===== config.mk =====
export PLATFORM = sky130hd
export DESIGN_NAME = positional_ordered_list
export DESIGN_NICKNAME = d
export VERILOG_FILES = /design/src/sv/pol_pkg.sv /design/src/sv/positional_ordered_list.sv
export VERILOG_INCLUDE_DIRS = /design/src /design/src/sv
export SDC_FILE = /design/constraint.sdc
export NUM_CORES = 1
export LEC_CHECK = 0
export BUFFER_PORTS_ARGS = -buffer_cell sky130_fd_sc_hd__buf_2
export CELL_PAD_IN_SITES_DETAIL_PLACEMENT = 1
export CELL_PAD_IN_SITES_GLOBAL_PLACEMENT = 2
export CORE_MARGIN = 1
export CORE_UTILIZATION = 47
export CTS_CLUSTER_SIZE = 40
export DETAILED_ROUTE_END_ITERATION = 8
export HOLD_SLACK_MARGIN = 0.06
export PLACE_DENSITY = 0.87
export SETUP_SLACK_MARGIN = 0.5
export SLEW_MARGIN = 10
export SYNTH_ARGS = -nofsm -noshare
export SYNTH_HDL_FRONTEND = slang
export SYNTH_SLANG_ARGS = --single-unit

===== constraint.sdc =====
create_clock -name clk -period 7.3 [get_ports clk]
set_clock_uncertainty 0.2 [all_clocks]
set_input_delay 0.365 -clock clk [delete_from_list [all_inputs] [get_ports clk]]
set_output_delay 0.365 -clock clk [all_outputs]
set_load 0.01 [all_outputs]

===== src/sv/positional_ordered_list_assert.svh =====
// assertion macros for the positional ordered list
`ifndef POSITIONAL_ORDERED_LIST_ASSERT_SVH
`define POSITIONAL_ORDERED_LIST_ASSERT_SVH

// same-cycle implication
`define POL_ASSERT_IMP(name, ante, cons) \
	name: assert property (@(posedge clk) disable iff (!arst_n) (ante) |-> (cons)) \
		else $error("positional_ordered_list check failed");

// next-cycle implication
`define POL_ASSERT_NEXT(name, ante, cons) \
	name: assert property (@(posedge clk) disable iff (!arst_n) (ante) |=> (cons)) \
		else $error("positional_ordered_list check failed");

`endif


===== src/sv/pol_pkg.sv =====
// package with widths, command and status codes for the positional ordered list
package pol_pkg;

	localparam int POL_CAPACITY = 16;

	localparam int CMD_W = 3;
	localparam int POS_W = 5;
	localparam int VAL_W = 32;
	localparam int ST_W  = 3;
	localparam int IDX_W = 4;
	localparam int LEN_W = 5;

	localparam logic [CMD_W-1:0] CMD_PUSH_FRONT   = 3'd0;
	localparam logic [CMD_W-1:0] CMD_APPEND       = 3'd1;
	localparam logic [CMD_W-1:0] CMD_INSERT_AFTER = 3'd2;
	localparam logic [CMD_W-1:0] CMD_POP_FRONT    = 3'd3;
	localparam logic [CMD_W-1:0] CMD_POP_END      = 3'd4;
	localparam logic [CMD_W-1:0] CMD_DELETE_AT    = 3'd5;
	localparam logic [CMD_W-1:0] CMD_DUMP         = 3'd6;

	localparam logic [ST_W-1:0] ST_OK     = 3'd0;
	localparam logic [ST_W-1:0] ST_OVER   = 3'd1;
	localparam logic [ST_W-1:0] ST_UNDER  = 3'd2;
	localparam logic [ST_W-1:0] ST_BADPOS = 3'd3;
	localparam logic [ST_W-1:0] ST_EMPTY  = 3'd4;

	typedef struct packed {
		logic [ST_W-1:0]  status;
		logic [VAL_W-1:0] read_value;
		logic [IDX_W-1:0] read_index;
		logic [LEN_W-1:0] length;
		logic             last;
	} result_t;

endpackage


===== src/sv/positional_ordered_list.sv =====
// positional ordered list: bounded list of signed values kept in one synchronous memory
//
// A command transfers at a rising edge with start high and busy low: cmd, position
// and value. Every command ends with one result on the result ports, shown for exactly
// one cycle with result_valid high; a dump of a non-empty list gives one result per
// entry, front to end, on consecutive cycles, and last marks the final one.
// The entries sit in a memory with one read and one write per cycle and a registered
// read. Inserts and deletes move the entries behind the touched slot one at a time,
// one read and one trailing write per cycle.
// From the transfer to the (first) result: a command that needs no move, or a refused
// command, emits its result from the idle state; an insert reads the last entry, moves
// the entries in S_INS, then writes the new value and emits in S_PUT; a delete moves the
// entries in S_DEL and emits with the last move; a dump reads the front entry, then emits
// one result per entry in S_DUMP. Each result is emitted into a register before it shows.
// busy is high while moves or a dump are running, and no new command is taken then;
// the single memory port pair makes the moves run one entry at a time.
// The receiver cannot stall: each result is there for its one cycle only.
// Reset empties the list; memory contents are not cleared and are never read
// before being written.
module positional_ordered_list #(
	parameter int CAPACITY = pol_pkg::POL_CAPACITY
) (
	input  logic                              clk,
	input  logic                              arst_n,
	input  logic                              start,
	output logic                              busy,
	input  logic [pol_pkg::CMD_W-1:0]         cmd,
	input  logic [pol_pkg::POS_W-1:0]         position,
	input  logic signed [pol_pkg::VAL_W-1:0]  value,
	output logic                              result_valid,
	output logic [pol_pkg::ST_W-1:0]          status,
	output logic signed [pol_pkg::VAL_W-1:0]  read_value,
	output logic [pol_pkg::IDX_W-1:0]         read_index,
	output logic [pol_pkg::LEN_W-1:0]         length,
	output logic                              last
);

	`include "positional_ordered_list_assert.svh"

	localparam int AW = (CAPACITY > 1) ? $clog2(CAPACITY) : 1;
	localparam int LW = $clog2(CAPACITY + 1);
	localparam int CW = (LW > pol_pkg::POS_W) ? LW : pol_pkg::POS_W;

	localparam logic [2:0] S_IDLE = 3'd0;
	localparam logic [2:0] S_INS  = 3'd1;
	localparam logic [2:0] S_PUT  = 3'd2;
	localparam logic [2:0] S_DEL  = 3'd3;
	localparam logic [2:0] S_DUMP = 3'd4;

	logic [pol_pkg::VAL_W-1:0] mem_q [CAPACITY];
	logic [pol_pkg::VAL_W-1:0] rd_data_q;

	logic [2:0]                state_q, state_d;
	logic [AW-1:0]             ptr_q, ptr_d;
	logic [AW-1:0]             at_q, at_d;
	logic [pol_pkg::VAL_W-1:0] val_q, val_d;
	logic [LW-1:0]             len_q, len_d;
	logic                      res_valid_q;
	pol_pkg::result_t          res_q;

	logic                      mem_we, mem_re;
	logic [AW-1:0]             mem_waddr, mem_raddr;
	logic [pol_pkg::VAL_W-1:0] mem_wdata;

	logic                      emit;
	pol_pkg::result_t          emit_res;

	logic                      full, empty, pos_bad;
	logic [CW-1:0]             pos_c, len_c;
	logic [AW-1:0]             len_a, len_m1_a, ins_at, del_at;

	assign full     = (len_q == LW'(CAPACITY));
	assign empty    = (len_q == '0);
	assign pos_c    = CW'(position);
	assign len_c    = CW'(len_q);
	assign pos_bad  = (pos_c == '0) || (pos_c > len_c);
	assign len_a    = AW'(len_q);
	assign len_m1_a = AW'(len_q - LW'(1));

	assign ins_at = (cmd == pol_pkg::CMD_PUSH_FRONT) ? '0 :
	                (cmd == pol_pkg::CMD_APPEND)     ? len_a :
	                empty                            ? '0 : AW'(position);
	assign del_at = (cmd == pol_pkg::CMD_POP_FRONT) ? '0 :
	                (cmd == pol_pkg::CMD_POP_END)   ? len_m1_a :
	                AW'(position - pol_pkg::POS_W'(1));

	always_comb begin
		mem_we    = 1'b0;
		mem_waddr = ptr_q;
		mem_wdata = rd_data_q;
		mem_re    = 1'b0;
		mem_raddr = ptr_q;
		state_d   = state_q;
		ptr_d     = ptr_q;
		at_d      = at_q;
		val_d     = val_q;
		len_d     = len_q;
		emit      = 1'b0;
		emit_res.status     = pol_pkg::ST_OK;
		emit_res.read_value = '0;
		emit_res.read_index = '0;
		emit_res.last       = 1'b1;
		case (state_q)
			S_IDLE: begin
				if (start) begin
					case (cmd)
						pol_pkg::CMD_PUSH_FRONT, pol_pkg::CMD_APPEND,
						pol_pkg::CMD_INSERT_AFTER: begin
							if (full) begin
								emit            = 1'b1;
								emit_res.status = pol_pkg::ST_OVER;
							end else if (cmd == pol_pkg::CMD_INSERT_AFTER && !empty && pos_bad) begin
								emit            = 1'b1;
								emit_res.status = pol_pkg::ST_BADPOS;
							end else if (ins_at == len_a) begin
								mem_we    = 1'b1;
								mem_waddr = ins_at;
								mem_wdata = value;
								len_d     = LW'(len_q + LW'(1));
								emit      = 1'b1;
							end else begin
								mem_re    = 1'b1;
								mem_raddr = len_m1_a;
								ptr_d     = len_m1_a;
								at_d      = ins_at;
								val_d     = value;
								state_d   = S_INS;
							end
						end
						pol_pkg::CMD_POP_FRONT, pol_pkg::CMD_POP_END,
						pol_pkg::CMD_DELETE_AT: begin
							if (empty) begin
								emit            = 1'b1;
								emit_res.status = pol_pkg::ST_UNDER;
							end else if (cmd == pol_pkg::CMD_DELETE_AT && pos_bad) begin
								emit            = 1'b1;
								emit_res.status = pol_pkg::ST_BADPOS;
							end else if (del_at == len_m1_a) begin
								len_d = LW'(len_q - LW'(1));
								emit  = 1'b1;
							end else begin
								mem_re    = 1'b1;
								mem_raddr = AW'(del_at + AW'(1));
								ptr_d     = AW'(del_at + AW'(1));
								state_d   = S_DEL;
							end
						end
						pol_pkg::CMD_DUMP: begin
							if (empty) begin
								emit            = 1'b1;
								emit_res.status = pol_pkg::ST_EMPTY;
							end else begin
								mem_re    = 1'b1;
								mem_raddr = '0;
								ptr_d     = '0;
								state_d   = S_DUMP;
							end
						end
						default: begin
							emit = 1'b1;
						end
					endcase
				end
			end
			S_INS: begin
				mem_we    = 1'b1;
				mem_waddr = AW'(ptr_q + AW'(1));
				if (ptr_q == at_q) begin
					state_d = S_PUT;
				end else begin
					mem_re    = 1'b1;
					mem_raddr = AW'(ptr_q - AW'(1));
					ptr_d     = AW'(ptr_q - AW'(1));
				end
			end
			S_PUT: begin
				mem_we    = 1'b1;
				mem_waddr = at_q;
				mem_wdata = val_q;
				len_d     = LW'(len_q + LW'(1));
				emit      = 1'b1;
				state_d   = S_IDLE;
			end
			S_DEL: begin
				mem_we    = 1'b1;
				mem_waddr = AW'(ptr_q - AW'(1));
				if (ptr_q == len_m1_a) begin
					len_d   = LW'(len_q - LW'(1));
					emit    = 1'b1;
					state_d = S_IDLE;
				end else begin
					mem_re    = 1'b1;
					mem_raddr = AW'(ptr_q + AW'(1));
					ptr_d     = AW'(ptr_q + AW'(1));
				end
			end
			S_DUMP: begin
				emit                = 1'b1;
				emit_res.read_value = rd_data_q;
				emit_res.read_index = pol_pkg::IDX_W'(ptr_q);
				emit_res.last       = (ptr_q == len_m1_a);
				if (ptr_q == len_m1_a) begin
					state_d = S_IDLE;
				end else begin
					mem_re    = 1'b1;
					mem_raddr = AW'(ptr_q + AW'(1));
					ptr_d     = AW'(ptr_q + AW'(1));
				end
			end
			default: begin
				state_d = S_IDLE;
			end
		endcase
		emit_res.length = pol_pkg::LEN_W'(len_d);
	end

	// entry memory, registered read
	always_ff @(posedge clk) begin
		if (mem_we) begin
			mem_q[mem_waddr] <= mem_wdata;
		end
		if (mem_re) begin
			rd_data_q <= mem_q[mem_raddr];
		end
	end

	always_ff @(posedge clk or negedge arst_n) begin
		if (!arst_n) begin
			state_q     <= S_IDLE;
			len_q       <= '0;
			res_valid_q <= 1'b0;
		end else begin
			state_q     <= state_d;
			len_q       <= len_d;
			res_valid_q <= emit;
		end
	end

	always_ff @(posedge clk) begin
		ptr_q <= ptr_d;
		at_q  <= at_d;
		val_q <= val_d;
		if (emit) begin
			res_q <= emit_res;
		end
	end

	assign busy         = (state_q != S_IDLE);
	assign result_valid = res_valid_q;
	assign status       = res_q.status;
	assign read_value   = $signed(res_q.read_value);
	assign read_index   = res_q.read_index;
	assign length       = res_q.length;
	assign last         = res_q.last;

	`POL_ASSERT_IMP(a_len_bound, 1'b1, len_q <= LW'(CAPACITY))
	`POL_ASSERT_NEXT(a_cmd_answered, start && !busy, res_valid_q || busy)
	`POL_ASSERT_NEXT(a_dump_stream, res_valid_q && !res_q.last, res_valid_q)
	`POL_ASSERT_NEXT(a_dump_index, res_valid_q && !res_q.last,
		res_q.read_index == pol_pkg::IDX_W'($past(res_q.read_index) + pol_pkg::IDX_W'(1)))
	`POL_ASSERT_NEXT(a_len_step, 1'b1,
		len_q == $past(len_q) || len_q == LW'($past(len_q) + LW'(1)) ||
		LW'(len_q + LW'(1)) == $past(len_q))

endmodule

Word level (Yosys, flattened, before mapping)
Memories as Yosys holds them, arrays and structs flattened. A register that Yosys moved wholly into a read port is not among the register bits.
Cells that the tools add are included.
- $add $sub $neg: 6
- multiply operators: 0
- div/mod/pow operators: 0
- magnitude comparators: 1
- equal/unequal tests: 26
- shifts and indexed selects: 0
- muxes and demuxes: 87
- bitwise operators: 3
- reduce and logical (&&, ||, !) cells: 18
- operators by type and width (kind ; number):
    2-to-1 mux 32 bit ; 5
    2-to-1 mux 4 bit ; 20
    one-hot mux 32 bit (2 select lines) ; 1
    2-to-1 mux 5 bit ; 8
    2-to-1 mux 3 bit ; 11
    one-hot mux 3 bit (3 select lines) ; 3
    2-to-1 mux 1 bit ; 25
    one-hot mux 4 bit (3 select lines) ; 2
    != test 3 bit (second input constant) ; 7
    == test 4 bit ; 4
    one-hot mux 4 bit (4 select lines) ; 1
    one-hot mux 5 bit (3 select lines) ; 1
    == test 3 x 2 -> 1 bit (second input constant) ; 4
    == test 3 bit (second input constant) ; 4
    one-hot mux 1 bit (3 select lines) ; 4
    AND reduction 11 bit ; 1
    zero test 5 bit ; 2
    one-hot mux 5 bit (2 select lines) ; 1
    OR reduction 3 bit ; 3
    adder 4 x 1 -> 4 bit (second input constant) ; 2
    2-to-1 mux 2 bit ; 4
    subtractor 4 x 1 -> 4 bit (second input constant) ; 2
    == test 3 x 1 -> 1 bit (second input constant) ; 2
    zero test 3 bit ; 2
    other kinds (16) ; 22
- register bits after elaboration: 94
- bits in latches: 0
- RAM bits: 512
- memory bits (read-only): 0
- input bits: 43
- output and inout port bits: 47
- memories kept: 1
- memory list (name ; depth ; width ; read ports ; clocked after memory_dff ; write ports ; RTL line ; source):
    mem_q ; 16 ; 32 ; 1 ; 1 ; 1 ; positional_ordered_list.sv:50 ; logic [pol_pkg::VAL_W-1:0] mem_q [CAPACITY];

Logic depth before layout (Yosys ltp)
- word-level depth: 13
- mapped depth: 16
- depth with buffers taken out: 12

Least setup slack after synthesis
No wires, ideal clock.
- path type: reg-to-reg
- start point: register len_q[0] (netlist: len_c[0])
- end point: memory mem_q[3][0] in the netlist's numbering, enable pin
- setup time: 0.501 ns
- arrival time: 5.992 ns
- required time: 6.599 ns
- setup slack: 0.607 ns
- stages on the path, launching flop included: 13
- path buffers: 1
- cell sequence: dfrtp_1 > buf_2 > inv_1 > ha_1 > nor4b_2 > a221oi_1 > a22o_1 > nor2_1 > nand4_1 > nor2_1 > a221o_1 > nand2b_1 > nor4_1
- longest elaborated chain between the ends: 13
- elaborated cells between the ends (all ways): 25
- classes of those cells: 1 x order compare; 2 x eq/ne; 17 x mux; 5 x reduce/logical
- ends and longest elaborated chain (element ; RTL line ; source):
    start: declaration ; positional_ordered_list.sv:57 ; logic [LW-1:0] len_q, len_d;
    start signal: assignment ; positional_ordered_list.sv:234 ; len_q <= len_d;
    zero test 5 bit ; positional_ordered_list.sv:73 ; assign empty = (len_q == '0);
    2-to-1 mux 4 bit ; positional_ordered_list.sv:82 ; empty ? '0 : AW'(position);
    2-to-1 mux 4 bit ; positional_ordered_list.sv:81 ; (cmd == pol_pkg::CMD_APPEND) ? len_a :
    2-to-1 mux 4 bit ; positional_ordered_list.sv:80 ; assign ins_at = (cmd == pol_pkg::CMD_PUSH_FRONT) ? '0 :
    == test 4 bit ; positional_ordered_list.sv:115 ; end else if (ins_at == len_a) begin
    2-to-1 mux 1 bit ; positional_ordered_list.sv:115 ;
    2-to-1 mux 1 bit ; positional_ordered_list.sv:112 ; end else if (cmd == pol_pkg::CMD_INSERT_AFTER && !empty && pos_bad) begin
    2-to-1 mux 1 bit ; positional_ordered_list.sv:109 ; if (full) begin
    2-to-1 mux 1 bit ; positional_ordered_list.sv:106 ; case (cmd)
    2-to-1 mux 1 bit ; positional_ordered_list.sv:105 ; if (start) begin
    one-hot mux 1 bit (2 select lines) ; positional_ordered_list.sv:103 ; case (state_q)
    2-to-1 mux 1 bit ; positional_ordered_list.sv:219 ; if (mem_we) begin
    2-to-1 mux 1 bit (not written as such) ; positional_ordered_list.sv:220 ; mem_q[mem_waddr] <= mem_wdata;
    end: declaration ; positional_ordered_list.sv:50 ;
Parallel ways exist; a longest one is shown, timed or not.

Worst setup path after layout
- start point: register len_q[2] (netlist: len_c[2])
- end point: memory mem_q[14][8] in the netlist's numbering, enable pin
Same word-level chain as after synthesis.

==> key figures <==
Synthesis
  – Post-Synth XOR/XNOR Area: 0.881%
  – Mux contribution to synthesized area: 14.4%
  – Sequential area share after synthesis: 69.9%
  – Ys async rst share: 1.41%
  – Adder-Cell Fraction of Synth Area: 0.596%
  – Syn avg cell area: 16.0 sq um
  – Distinct cells, synth: 78
  – Largest family of logic cells by synthesized area: multiplexers
  – Yosys reg bits: 638
  – Syn Nets: 1,760
  – Yosys warns: 0
  – Post-Synth Simple-Gate Area: 4.57%
  – Post-synth EDFFs: 625
  – Synthesized instance count: 1,704
  – Syn Std Cell Area: 27,300 sq um
  – Synth Area in Compound Gates: 6.57%
  – Synth Flop Type: edfxtp_1

Floorplan
  – DIE AREA: 59,000 sq um
  – Core area: 56,800 sq um
  – Die height: 243 um
  – Overall die width: 243 um
  – Initial Util: 48.0%
  – I/O pin cnt: 90
  – Row cnt: 87

Min path
  – Worst hold-check path type: input port to register
  – Hold Path Depth: 3

Drt
  – Via count: 15,900
  – Pre-antenna DRT Iters: 8
  – Detail-routed via count per cell: 6.04
  – Wire length per cell: 26.9 um
  – Residual DRC: 0
  – DR iter-0 viols: 1,412
  – Overall routed net length: 71,000 um
  – Post-route antenna net violation count: 0

Clock tree
  – Clock root cell: clkbuf_16
  – Clock Latency Late Sink: 610 ps
  – Clock Path Buffers: 3
  – TritonCTS clock tree: built
  – Clock Pin Slew Worst Setup and Hold Paths: 60 ps
  – Post-cts gate resize count: 0
  – CTS Buf Count: 66
  – H-tree Lvls: 3
  – Clk sinks: 638

Global routing
  – Initial antenna violation count: 1
  – First-pass GRT wire length: 106,000 um
  – Vias in the first global route: 16,700
  – Largest net degree at the start of global routing: 66
  – Final global-route overflow total: 0
  – GRT Total Usage: 24.0%

Timing
  – Setup_tns: 0 ps
  – Max Fclk: 159 MHz
  – RSZ-0062 raised after global routing: no
  – Endpoints failing hold: 0
  – Hold Slack: 155 ps
  – Least-Margin Pin Slew: 1260 ps
  – Setup ws final: 993 ps
  – Post-layout minimum cycle time: 6310 ps
  – Finish-stage setup viols: 0
  – Headroom to the max-slew limit: 16.0%
  – Final Max Slew Viols: 0
  – Tcrit/Tclk final: 86.4%

Critical path
  – CP Launch Type: register
  – Reg2reg start: len_c[2]
  – Setup CP Type: register to register
  – CP endpoint kind: register
  – Crit path from: len_c[2]
  – FF-to-FF End: mem_q[14][8]
  – Required @ worst endpoint: 7310 ps
  – Critical Path End: mem_q[14][8]
  – Flop2flop setup slack: 990 ps
  – Crit path max fanout: 32
  – Worst r2r path cells: 12
  – Worst Path Arrival: 6310 ps

Cells and area
  – Layout cells sized above 1: 14.1%
  – Layout Cells excl Fill: 2,640
  – Fill count: 5,344
  – Most frequent cells in the layout: 625 x edfxtp_1, 392 x mux2i_1, 89 x buf_2, 78 x nand2_1, 69 x clkbuf_16
  – Nets: 1,887
  – ANT cells: 0
  – Commonest non-fill, non-tap cell in the layout: edfxtp_1
  – Area Growth Syn to Fin: 13.7%

Placed design
  – Detailed placement HPWL: 41,600 um
  – Buffers on Ports: 89
  – GP Congestion: 0.879
  – DP Cell Count: 2,485
  – Pre-CTS setup slack: 1170 ps

Flow run
  – MaxCap Viol Count: 0

Run status
  – Status: finished, final reports clean
metal layers:
metal / share of wire, % / track usage, %
met1: 43 / 32.4
met2: 50 / 40.8
met3: 5.4 / 3.49
met4: 1.8 / 6.20
met5: 0 / 0
stage by stage:
stage | cell area (sq um) | util (%)
after floorplan | 27300 | -
after global placement | 28500 | 50.2
after detailed placement | 28500 | 50.2
after CTS | 31000 | 54.6
after global routing | 31000 | 54.6
final | 31000 | 54.6
critical path: stages (launching register included):
cell      delay [ps]
dfrtp_1          770
inv_1            230
ha_1             320
and3_1           190
o21ai_0           80
a32oi_1          180
o21bai_1         740
nand4_1          630
nor2_4           560
a221o_1          310
nor2b_1          390
nand2_1          280
and3b_2         1020
flip-flops by register name, indices dropped and copies added (netlist names), 3 cells and up:
name / cells
length: 5
rd_data_q: 32
status: 3
read_index: 4
read_value: 32
val_q: 32
at_q: 4
mem_q: 512
state_q: 3
ptr_q: 4
len_c: 5
logic make-up (layout without fill, tap and decap cells):
logic type | after synthesis | after routing
multiplexers | 393 | 393
AND/OR/NAND/NOR | 248 | 248
adder cells (fa/ha/maj) | 13 | 13
AO/OA/AOI/OAI | 234 | 234
buffers and inverters | 153 | 333
flip-flops | 638 | 638
XOR/XNOR | 25 | 25
repair_timing:
action,CTS,global route
buffers inserted,0,0
hold endpoints to repair,41,0
hold buffers,34,0
layout make-up:
type                            instances  area, sq um  area share [%]
Clock inverter                         43          368            1.19
Inverter                               50          188           0.605
Tap cell                              756          946            3.05
Timing Repair Buffer                  162         1170            3.76
Sequential cell                       638        19100            61.5
Clock buffer                           78         1770            5.71
Multi-Input combinational cell        913         7510            24.2
worst min path at each step:
stage,start,endpoint
2_1_floorplan,arst_n,len_c[0]
3_3_place_gp,arst_n,len_c[3]
3_5_place_dp,arst_n,len_c[3]
4_1_cts,start,status[2]
5_1_grt,start,status[2]
6_report,start,status[2]
cell usage after synthesis (8+ instances only):
cell type  count  share of area [%]
a222oi_1      33                1.2
nand2_1       78                1.1
edfxtp_1     625                 69
dfrtp_1        9               0.83
xor2_1         8               0.26
inv_1         48               0.66
a22oi_1       68                1.9
nor2b_1        8               0.18
a31oi_1       11               0.25
o21ai_0       27               0.50
ha_1          13               0.60
a21oi_1       24               0.44
buf_2         28               0.51
nor3_1        17               0.31
nand3_1       24               0.44
and3_1        35               0.80
mux2i_1      392                 14
nand2b_1       9               0.21
buf_6         20               0.83
clkbuf_1      45               0.62
xnor2_1       15               0.48
nor2_1        43               0.59
Power is left out: the tool's default activity adds up to more than one toggle a clock period on the data nets, which glitch-free logic cannot reach.
